==> src/lidp_pkg.sv <==
package lidp_pkg;

    // Packet geometry and angle constants.
    localparam int SAMPLES_PER_PACKET = 40;
    localparam int IDX_W = 6;
    localparam int FULL_TURN_Q6 = 23040;

    // Result kind codes.
    localparam logic RESULT_DIST  = 1'b0;
    localparam logic RESULT_ANGLE = 1'b1;

    // One result item as it leaves the block.
    typedef struct packed {
        logic        kind;
        logic [15:0] distance;
        logic [14:0] angle;
        logic        sweep;
        logic        pend;
        logic        ok;
        logic        last;
    } result_t;

    // Request from the parser to start an angle burst.
    typedef struct packed {
        logic               start;
        logic [14:0]        prev_angle;
        logic signed [16:0] diff;
        logic               sweep;
    } burst_req_t;

endpackage

==> src/lidp_parser.sv <==
module lidp_parser
    import lidp_pkg::*;
(
    input  logic       clk,
    input  logic       rst_n,
    input  logic       fire,
    input  logic [7:0] rx_byte,
    output logic       dist_valid,
    output result_t    dist_res,
    output burst_req_t burst
);

    localparam logic [2:0] PH_SYNC_A = 3'd0;
    localparam logic [2:0] PH_SYNC_5 = 3'd1;
    localparam logic [2:0] PH_ANG_LO = 3'd2;
    localparam logic [2:0] PH_ANG_HI = 3'd3;
    localparam logic [2:0] PH_DST_LO = 3'd4;
    localparam logic [2:0] PH_DST_HI = 3'd5;

    logic [2:0]       phase_reg, phase_next;
    logic [7:0]       check_reg, check_next;
    logic [7:0]       xor_reg, xor_next;
    logic [7:0]       low_reg, low_next;
    logic [IDX_W-1:0] idx_reg, idx_next;
    logic [14:0]      angle_reg, angle_next;
    logic             first_reg, first_next;
    logic             good_reg, good_next;
    logic             sweep_reg, sweep_next;

    logic [3:0]         hi_nib;
    logic [3:0]         lo_nib;
    logic [7:0]         xor_upd;
    logic signed [16:0] raw_diff;
    logic               pend;

    assign hi_nib  = rx_byte[7:4];
    assign lo_nib  = rx_byte[3:0];
    assign xor_upd = xor_reg ^ rx_byte;
    assign pend    = (idx_reg >= IDX_W'(SAMPLES_PER_PACKET - 1));

    // Angle step between the held start angle and the arriving one.
    assign raw_diff = $signed({2'b00, rx_byte[6:0], low_reg})
                      - $signed({2'b00, angle_reg});

    // Next-state and result logic for one byte.
    always_comb
    begin
        phase_next = phase_reg;
        check_next = check_reg;
        xor_next   = xor_reg;
        low_next   = low_reg;
        idx_next   = idx_reg;
        angle_next = angle_reg;
        first_next = first_reg;
        good_next  = good_reg;
        sweep_next = sweep_reg;

        dist_valid          = 1'b0;
        dist_res.kind       = RESULT_DIST;
        dist_res.distance   = {rx_byte, low_reg};
        dist_res.angle      = '0;
        dist_res.sweep      = sweep_reg;
        dist_res.pend       = pend;
        dist_res.ok         = pend && (xor_upd == check_reg);
        dist_res.last       = 1'b1;

        burst.start      = 1'b0;
        burst.prev_angle = angle_reg;
        burst.sweep      = sweep_reg;
        if (raw_diff < 0)
        begin
            burst.diff = raw_diff + 17'sd23040;
        end
        else
        begin
            burst.diff = raw_diff;
        end

        unique case (phase_reg)
            PH_SYNC_5:
            begin
                if (hi_nib == 4'h5)
                begin
                    check_next = {lo_nib, check_reg[3:0]};
                    phase_next = PH_ANG_LO;
                end
                else
                begin
                    check_next = '0;
                    phase_next = PH_SYNC_A;
                end
            end
            PH_ANG_LO:
            begin
                xor_next   = rx_byte;
                low_next   = rx_byte;
                phase_next = PH_ANG_HI;
            end
            PH_ANG_HI:
            begin
                xor_next   = xor_upd;
                angle_next = {rx_byte[6:0], low_reg};
                sweep_next = rx_byte[7];
                if (first_reg || !good_reg)
                begin
                    first_next = 1'b0;
                end
                else
                begin
                    burst.start = 1'b1;
                end
                idx_next   = '0;
                phase_next = PH_DST_LO;
            end
            PH_DST_LO:
            begin
                low_next   = rx_byte;
                xor_next   = xor_upd;
                phase_next = PH_DST_HI;
            end
            PH_DST_HI:
            begin
                xor_next   = xor_upd;
                dist_valid = 1'b1;
                if (pend)
                begin
                    good_next  = (xor_upd == check_reg);
                    phase_next = PH_SYNC_A;
                end
                else
                begin
                    idx_next   = idx_reg + 1'b1;
                    phase_next = PH_DST_LO;
                end
            end
            default:
            begin
                // Hunting for the first sync byte; unused codes land here too.
                if (hi_nib == 4'hA)
                begin
                    check_next = {4'h0, lo_nib};
                    phase_next = PH_SYNC_5;
                end
                else
                begin
                    phase_next = PH_SYNC_A;
                end
            end
        endcase
    end

    // Parser state advances only when a byte is consumed.
    always_ff @(posedge clk or negedge rst_n)
    begin
        if (!rst_n)
        begin
            phase_reg <= PH_SYNC_A;
            check_reg <= '0;
            xor_reg   <= '0;
            low_reg   <= '0;
            idx_reg   <= '0;
            angle_reg <= '0;
            first_reg <= 1'b1;
            good_reg  <= 1'b0;
            sweep_reg <= 1'b0;
        end
        else if (fire)
        begin
            phase_reg <= phase_next;
            check_reg <= check_next;
            xor_reg   <= xor_next;
            low_reg   <= low_next;
            idx_reg   <= idx_next;
            angle_reg <= angle_next;
            first_reg <= first_next;
            good_reg  <= good_next;
            sweep_reg <= sweep_next;
        end
    end

endmodule

==> src/lidp_interp.sv <==
module lidp_interp
    import lidp_pkg::*;
(
    input  logic       clk,
    input  logic       rst_n,
    input  logic       load,
    input  burst_req_t req,
    input  logic       take,
    output logic       busy,
    output logic       emit,
    output result_t    res
);

    localparam logic [1:0] ST_IDLE  = 2'd0;
    localparam logic [1:0] ST_DIV   = 2'd1;
    localparam logic [1:0] ST_SPLIT = 2'd2;
    localparam logic [1:0] ST_RUN   = 2'd3;

    localparam int RECIP_SHIFT = 21;
    localparam logic [21:0] RECIP =
        22'((2 ** RECIP_SHIFT + SAMPLES_PER_PACKET - 1) / SAMPLES_PER_PACKET);

    logic [1:0]         state_reg, state_next;
    logic [14:0]        mag_reg;
    logic               neg_reg;
    logic [14:0]        prev_reg;
    logic               sweep_reg;
    logic [14:0]        qm_reg;
    logic signed [16:0] qd_reg;
    logic [IDX_W-1:0]   rd_reg;
    logic signed [16:0] acc_q_reg;
    logic [IDX_W-1:0]   acc_r_reg;
    logic [IDX_W-1:0]   j_reg;

    logic [36:0]        prod;
    logic [20:0]        qn;
    logic [14:0]        rem_full;
    logic [IDX_W-1:0]   rm;
    logic signed [16:0] qd_calc;
    logic [IDX_W-1:0]   rd_calc;
    logic [IDX_W:0]     r_sum;
    logic signed [17:0] a_raw;
    logic signed [17:0] a_fix;
    logic               is_last;

    // Magnitude of the step divided by the sample count, by reciprocal.
    assign prod = 37'(mag_reg) * 37'(RECIP);

    // Split the quotient into floor quotient and remainder of the signed step.
    assign qn       = 21'(qm_reg) * 21'(SAMPLES_PER_PACKET);
    assign rem_full = mag_reg - qn[14:0];
    assign rm       = rem_full[IDX_W-1:0];

    always_comb
    begin
        if (neg_reg && (rm != '0))
        begin
            qd_calc = -$signed({2'b00, qm_reg}) - 17'sd1;
            rd_calc = IDX_W'(SAMPLES_PER_PACKET) - rm;
        end
        else if (neg_reg)
        begin
            qd_calc = -$signed({2'b00, qm_reg});
            rd_calc = '0;
        end
        else
        begin
            qd_calc = $signed({2'b00, qm_reg});
            rd_calc = rm;
        end
    end

    // Current interpolated angle, folded back into one turn.
    assign a_raw = $signed({3'b000, prev_reg}) + $signed({acc_q_reg[16], acc_q_reg});
    always_comb
    begin
        if (a_raw > 18'sd23040)
        begin
            a_fix = a_raw - 18'sd23040;
        end
        else
        begin
            a_fix = a_raw;
        end
    end

    assign r_sum   = {1'b0, acc_r_reg} + {1'b0, rd_reg};
    assign is_last = (j_reg == IDX_W'(SAMPLES_PER_PACKET - 1));

    assign busy = (state_reg != ST_IDLE);
    assign emit = (state_reg == ST_RUN);

    always_comb
    begin
        res.kind     = RESULT_ANGLE;
        res.distance = '0;
        res.angle    = a_fix[14:0];
        res.sweep    = sweep_reg;
        res.pend     = 1'b0;
        res.ok       = 1'b0;
        res.last     = is_last;
    end

    // Burst sequencer.
    always_comb
    begin
        state_next = state_reg;
        unique case (state_reg)
            ST_IDLE:
            begin
                if (load)
                begin
                    state_next = ST_DIV;
                end
            end
            ST_DIV:
            begin
                state_next = ST_SPLIT;
            end
            ST_SPLIT:
            begin
                state_next = ST_RUN;
            end
            default:
            begin
                if (take && is_last)
                begin
                    state_next = ST_IDLE;
                end
            end
        endcase
    end

    always_ff @(posedge clk or negedge rst_n)
    begin
        if (!rst_n)
        begin
            state_reg <= ST_IDLE;
        end
        else
        begin
            state_reg <= state_next;
        end
    end

    // Datapath registers of the burst.
    always_ff @(posedge clk)
    begin
        if ((state_reg == ST_IDLE) && load)
        begin
            prev_reg  <= req.prev_angle;
            sweep_reg <= req.sweep;
            neg_reg   <= req.diff[16];
            if (req.diff[16])
            begin
                mag_reg <= 15'(-req.diff);
            end
            else
            begin
                mag_reg <= req.diff[14:0];
            end
        end
        if (state_reg == ST_DIV)
        begin
            qm_reg <= prod[RECIP_SHIFT+14:RECIP_SHIFT];
        end
        if (state_reg == ST_SPLIT)
        begin
            qd_reg    <= qd_calc;
            rd_reg    <= rd_calc;
            acc_q_reg <= '0;
            acc_r_reg <= '0;
            j_reg     <= '0;
        end
        if ((state_reg == ST_RUN) && take)
        begin
            j_reg <= j_reg + 1'b1;
            if (r_sum >= (IDX_W + 1)'(SAMPLES_PER_PACKET))
            begin
                acc_r_reg <= IDX_W'(r_sum - (IDX_W + 1)'(SAMPLES_PER_PACKET));
                acc_q_reg <= acc_q_reg + qd_reg + 17'sd1;
            end
            else
            begin
                acc_r_reg <= r_sum[IDX_W-1:0];
                acc_q_reg <= acc_q_reg + qd_reg;
            end
        end
    end

endmodule

==> src/lidar_dense_packet_decoder.sv <==
// Dense express-scan lidar packet decoder.
// Input channel: in_valid/in_ready with rx_byte, one serial byte per transfer.
// Output channel: out_valid/out_ready with result_kind, distance_mm, angle_q6,
// new_sweep, packet_end, checksum_ok and last, one result per transfer.
// A byte waits in the input register until it is consumed, and its result is
// then written into the output register, where a distance becomes visible.
// One byte is taken per cycle while the receiver keeps up and no angle burst
// runs; the input register and output register let a new byte enter while a
// finished result still waits.
// A start-angle byte that follows a good packet starts an angle burst: setup
// in the DIV and SPLIT states of the interpolation divider, then 40 angle
// results, one per cycle while the receiver takes them; input stalls for the
// burst, which uses a reciprocal multiply and a per-sample accumulator.
// When the receiver holds out_ready low, the output register keeps its
// result, the burst and parser pause, and in_ready falls once the input
// register is full. Reset clears the parser to the sync hunt, marks the next
// packet as the first one and empties both registers.
module lidar_dense_packet_decoder
    import lidp_pkg::*;
(
    input  logic        clk,
    input  logic        rst_n,
    input  logic        in_valid,
    output logic        in_ready,
    input  logic [7:0]  rx_byte,
    output logic        out_valid,
    input  logic        out_ready,
    output logic        result_kind,
    output logic [15:0] distance_mm,
    output logic [14:0] angle_q6,
    output logic        new_sweep,
    output logic        packet_end,
    output logic        checksum_ok,
    output logic        last
);

    logic       in_valid_reg;
    logic [7:0] byte_reg;
    logic       out_valid_reg;
    result_t    out_reg;

    logic       slot_free;
    logic       fire;
    logic       dist_valid;
    result_t    dist_res;
    burst_req_t burst;
    logic       busy;
    logic       emit;
    result_t    burst_res;

    assign slot_free = !out_valid_reg || out_ready;
    assign fire      = in_valid_reg && !busy && slot_free;
    assign in_ready  = !in_valid_reg || fire;

    // Input register.
    always_ff @(posedge clk or negedge rst_n)
    begin
        if (!rst_n)
        begin
            in_valid_reg <= 1'b0;
        end
        else if (in_ready)
        begin
            in_valid_reg <= in_valid;
        end
    end

    always_ff @(posedge clk)
    begin
        if (in_ready && in_valid)
        begin
            byte_reg <= rx_byte;
        end
    end

    lidp_parser u_parser (
        .clk        (clk),
        .rst_n      (rst_n),
        .fire       (fire),
        .rx_byte    (byte_reg),
        .dist_valid (dist_valid),
        .dist_res   (dist_res),
        .burst      (burst)
    );

    lidp_interp u_interp (
        .clk   (clk),
        .rst_n (rst_n),
        .load  (fire && burst.start),
        .req   (burst),
        .take  (slot_free),
        .busy  (busy),
        .emit  (emit),
        .res   (burst_res)
    );

    // Output register: a distance from the parser or an angle from the burst.
    always_ff @(posedge clk or negedge rst_n)
    begin
        if (!rst_n)
        begin
            out_valid_reg <= 1'b0;
        end
        else if (fire && dist_valid)
        begin
            out_valid_reg <= 1'b1;
        end
        else if (emit && slot_free)
        begin
            out_valid_reg <= 1'b1;
        end
        else if (out_ready)
        begin
            out_valid_reg <= 1'b0;
        end
    end

    always_ff @(posedge clk)
    begin
        if (fire && dist_valid)
        begin
            out_reg <= dist_res;
        end
        else if (emit && slot_free)
        begin
            out_reg <= burst_res;
        end
    end

    assign out_valid   = out_valid_reg;
    assign result_kind = out_reg.kind;
    assign distance_mm = out_reg.distance;
    assign angle_q6    = out_reg.angle;
    assign new_sweep   = out_reg.sweep;
    assign packet_end  = out_reg.pend;
    assign checksum_ok = out_reg.ok;
    assign last        = out_reg.last;

endmodule
==> config.mk <==
export PLATFORM = sky130hd
export DESIGN_NAME = lidar_dense_packet_decoder
export DESIGN_NICKNAME = d
export VERILOG_FILES = /design/src/lidp_pkg.sv /design/src/lidp_parser.sv /design/src/lidp_interp.sv /design/src/lidar_dense_packet_decoder.sv
export SDC_FILE = /design/constraint.sdc
export NUM_CORES = 1
export LEC_CHECK = 0
export ABC_AREA = 0
export BUFFER_PORTS_ARGS = -buffer_cell sky130_fd_sc_hd__buf_2
export CAP_MARGIN = 20
export CORE_ASPECT_RATIO = 1.75
export CORE_MARGIN = 1
export CORE_UTILIZATION = 59
export CTS_BUF_LIST = sky130_fd_sc_hd__clkbuf_8
export CTS_CLUSTER_DIAMETER = 30
export CTS_CLUSTER_SIZE = 10
export DETAILED_ROUTE_END_ITERATION = 16
export GPL_TIMING_DRIVEN = 0
export PLACE_DENSITY = 0.9
export REMOVE_ABC_BUFFERS = 1
export SYNTH_ARGS = -nofsm -noshare
export SYNTH_HDL_FRONTEND = slang
export SYNTH_SLANG_ARGS = --single-unit
==> constraint.sdc <==
create_clock -name clk -period 6 [get_ports clk]
set_input_delay 0.9 -clock clk [delete_from_list [all_inputs] [get_ports clk]]
set_output_delay 0.9 -clock clk [all_outputs]
set_load 0.01 [all_outputs]
==> impl_results.md <==
- Run status: complete, no violations
- Count leader, synth: ha_1
- Layout Utilization: 0.653
- Endpoints failing setup: 0
- CP required: 6.29 ns
- RR Endpoint: u_interp.qm_reg[5]$_DFFE_PP_
- Yosys reg bits: 193
- Final Max Slew Viols: 0
- Hold Path Class: in2async
- Most instantiated cells after synthesis: ha_1, inv_1, nand2_1
- Crit path kind: reg2reg
- Post-synth ARST share: 0.285
- Ranking of synthesized cells by area: edfxtp_1, ha_1, dfrtp_1, fa_1, xnor2_1
- DIE AREA: 26300 µm²
- Final period util: 0.994
- Num ports: 50
- Final Hold Fails: 0
- Distinct cells, synth: 87
- Fmax: 168 MHz
- Routing usage on met1: 0.289
- Die Span Y: 214 µm
- Critical path fanouts, max: 4
- RSZ-0062 raised after global routing: true
- CTS root buffer: clkbuf_8
- Clock slew at reported path FFs: 0.12 ns
- VDD IR max: 0.280 mV
- Final Cell Area: 16500 µm²
- Clk sinks: 193
- Worst Tran Pin Value: 1.14 ns
- Critical R2R Launch: u_interp.mag_reg[3]$_DFFE_PP_
- Reg2reg setup slack: 0.03 ns
- Post-synth EDFFs: 121
- Post-Synthesis Cells: 1509
- Placed insts: 1833
- Initial DRC count: 899
- H-tree Lvls: 4
- DRC: 0
- CP Launch Type: flop
- Syn Std Cell Area: 15100 µm²
- IO buf count: 49
- GRT met2 Usage: 0.527
- Dominant synthesized flop cell: edfxtp_1
- Ys Warns: 0
- Final TNS setup: 0 ns
- Area Growth Syn to Fin: 9.00%
- CP arrival: 6.25 ns
- Drt first pass iters: 7
- Hpwl dp: 27.0 mm
- Vias in the first global route: 12171
- Non-filler instance count after layout: 1891
- Largest net degree at the start of global routing: 45
- Filler Cells Inserted: 1725
- Diode count: 0
- Routed vias: 12187
- First-pass GRT wire length: 58.4 mm
- Final Skew: 0.0253 ns
- Post-synthesis sequential area ratio: 0.354
- Share of cells above drive strength 1: 0.123
- GR peak layer: met2
- Slew HR: 0.239
- Synth area leader: edfxtp_1
- Dpl cell area: 15600 µm²
- Cts bufs inserted: 17
- Syn avg cell area: 10.0 µm²
- Maxcap violations: 0
- CP endpoint kind: flop
- TritonCTS clock tree: built
- Core area: 25200 µm²
- Row count: 77
- GRT Resource Usage Total: 0.288
- Hold WS: 0.342 ns
- Pwr per Cell Area: 495 nW/µm²
- Leakage: 7.37 nW
- Routed WL: 39.1 mm
- Initial core utilization: 0.599
- Die W: 123 µm
- Grt total ovfl: 0
- Routed vias/inst: 6.44
- Initial antenna violation count: 0
- # hold bufs at CTS: 0
- DRT antenna net count: 0
- Crit path time final: 5.97 ns
- Longest Clk Path Bufs: 2
- RD Place Congestion: 0.922
- Critical Path Source: u_interp.mag_reg[3]$_DFFE_PP_
- # nets final: 1813
- Met3 Use GR: 0.0513
- Yosys top cell area share: 0.240
- Wire per inst: 20.7 µm
- FF-to-FF path depth: 17
- Clock Latency Late Sink: 0.50 ns
-- metrics by stage --
stage                     worst slack, ns  power, mW
after CTS                       0.0000338       7.96
final                              0.0349       8.16
after floorplan                     0.103       5.92
after global routing              -0.0557       8.68
after global placement             -0.709       6.79
after detailed placement           -0.941       7.03
-- layer usage --
layer,vias up,part of all wire
met3,230,0.057
met1,5886,0.34
met2,603,0.53
li1,5468,-
met5,-,0
met4,0,0.078
-- logic make-up after synthesis --
| logic type | synth area share |
|---|---|
| and+or+nand+nor | 0.147 |
| AOI/OAI and AO/OA | 0.135 |
| adders and majority gates | 0.227 |
| DFF | 0.354 |
| buffers and inverters | 0.0482 |
| xor gates and xnor gates | 0.0747 |
| muxes | 0.0142 |
-- area by class of cell --
cell class	instances	area, µm²	share of cell area
multi-input cells	1128	9280	0.563
well taps	316	395	0.0240
clock buffers	18	248	0.0150
flip-flops and latches	193	5350	0.325
clock inverters	14	144	0.00873
inverters	141	529	0.0321
repair buffers	81	538	0.0326
-- worst max-delay path by stage --
| stage | endpoint | cells after the start | slack [ns] |
|---|---|---|---|
| after global routing | u_interp.qm_reg[8]$_DFFE_PP_ | 22 | -0.06 |
| after CTS | u_interp.qm_reg[5]$_DFFE_PP_ | 22 | 0.00003 |
| after floorplan | u_interp.qm_reg[8]$_DFFE_PP_ | 23 | 0.10 |
| final | u_interp.qm_reg[5]$_DFFE_PP_ | 17 | 0.03 |
| after detailed placement | u_interp.qm_reg[8]$_DFFE_PP_ | 21 | -0.94 |
| after global placement | u_interp.qm_reg[8]$_DFFE_PP_ | 21 | -0.71 |
-- worst max-delay path: stages (launching register included) --
cell and delay, ns:
edfxtp_1 0.62, ha_1 0.26, inv_1 0.07, fa_2 0.58
inv_1 0.11, fa_1 0.50, fa_1 0.40, fa_1 0.51
fa_1 0.50, ha_1 0.25, a211oi_4 0.23, nand2_2 0.11
o41ai_4 0.45, a311oi_2 0.19, buf_4 0.18, or3_1 0.39
a21oi_2 0.19, xnor2_1 0.20
-- cells in the final DEF, fill, tap and decap left out, types with 48 or more instances in the layout --
cell	count
ha_1	169
inv_1	132
nand2_1	122
edfxtp_1	121
nor2_1	95
xnor2_1	78
o21ai_0	71
a21oi_1	60
fa_1	57
dfrtp_1	54
buf_2	50
xor2_1	48
-- power by group --
group / switching (mW) / internal (mW) / total, mW
Clock: 0.515 / 0.353 / 0.868
Sequential: 0.412 / 2.05 / 2.46
Combinational: 2.90 / 1.93 / 4.83
Total: 3.83 / 4.33 / 8.16
-- timing repair --
action	in CTS	in global routing
pin swaps	7	19
buffers inserted	17	8
gates resized for setup	13	27
endpoints found under the setup margin	10	8
Note: power is estimated with default switching activity, not from simulation.
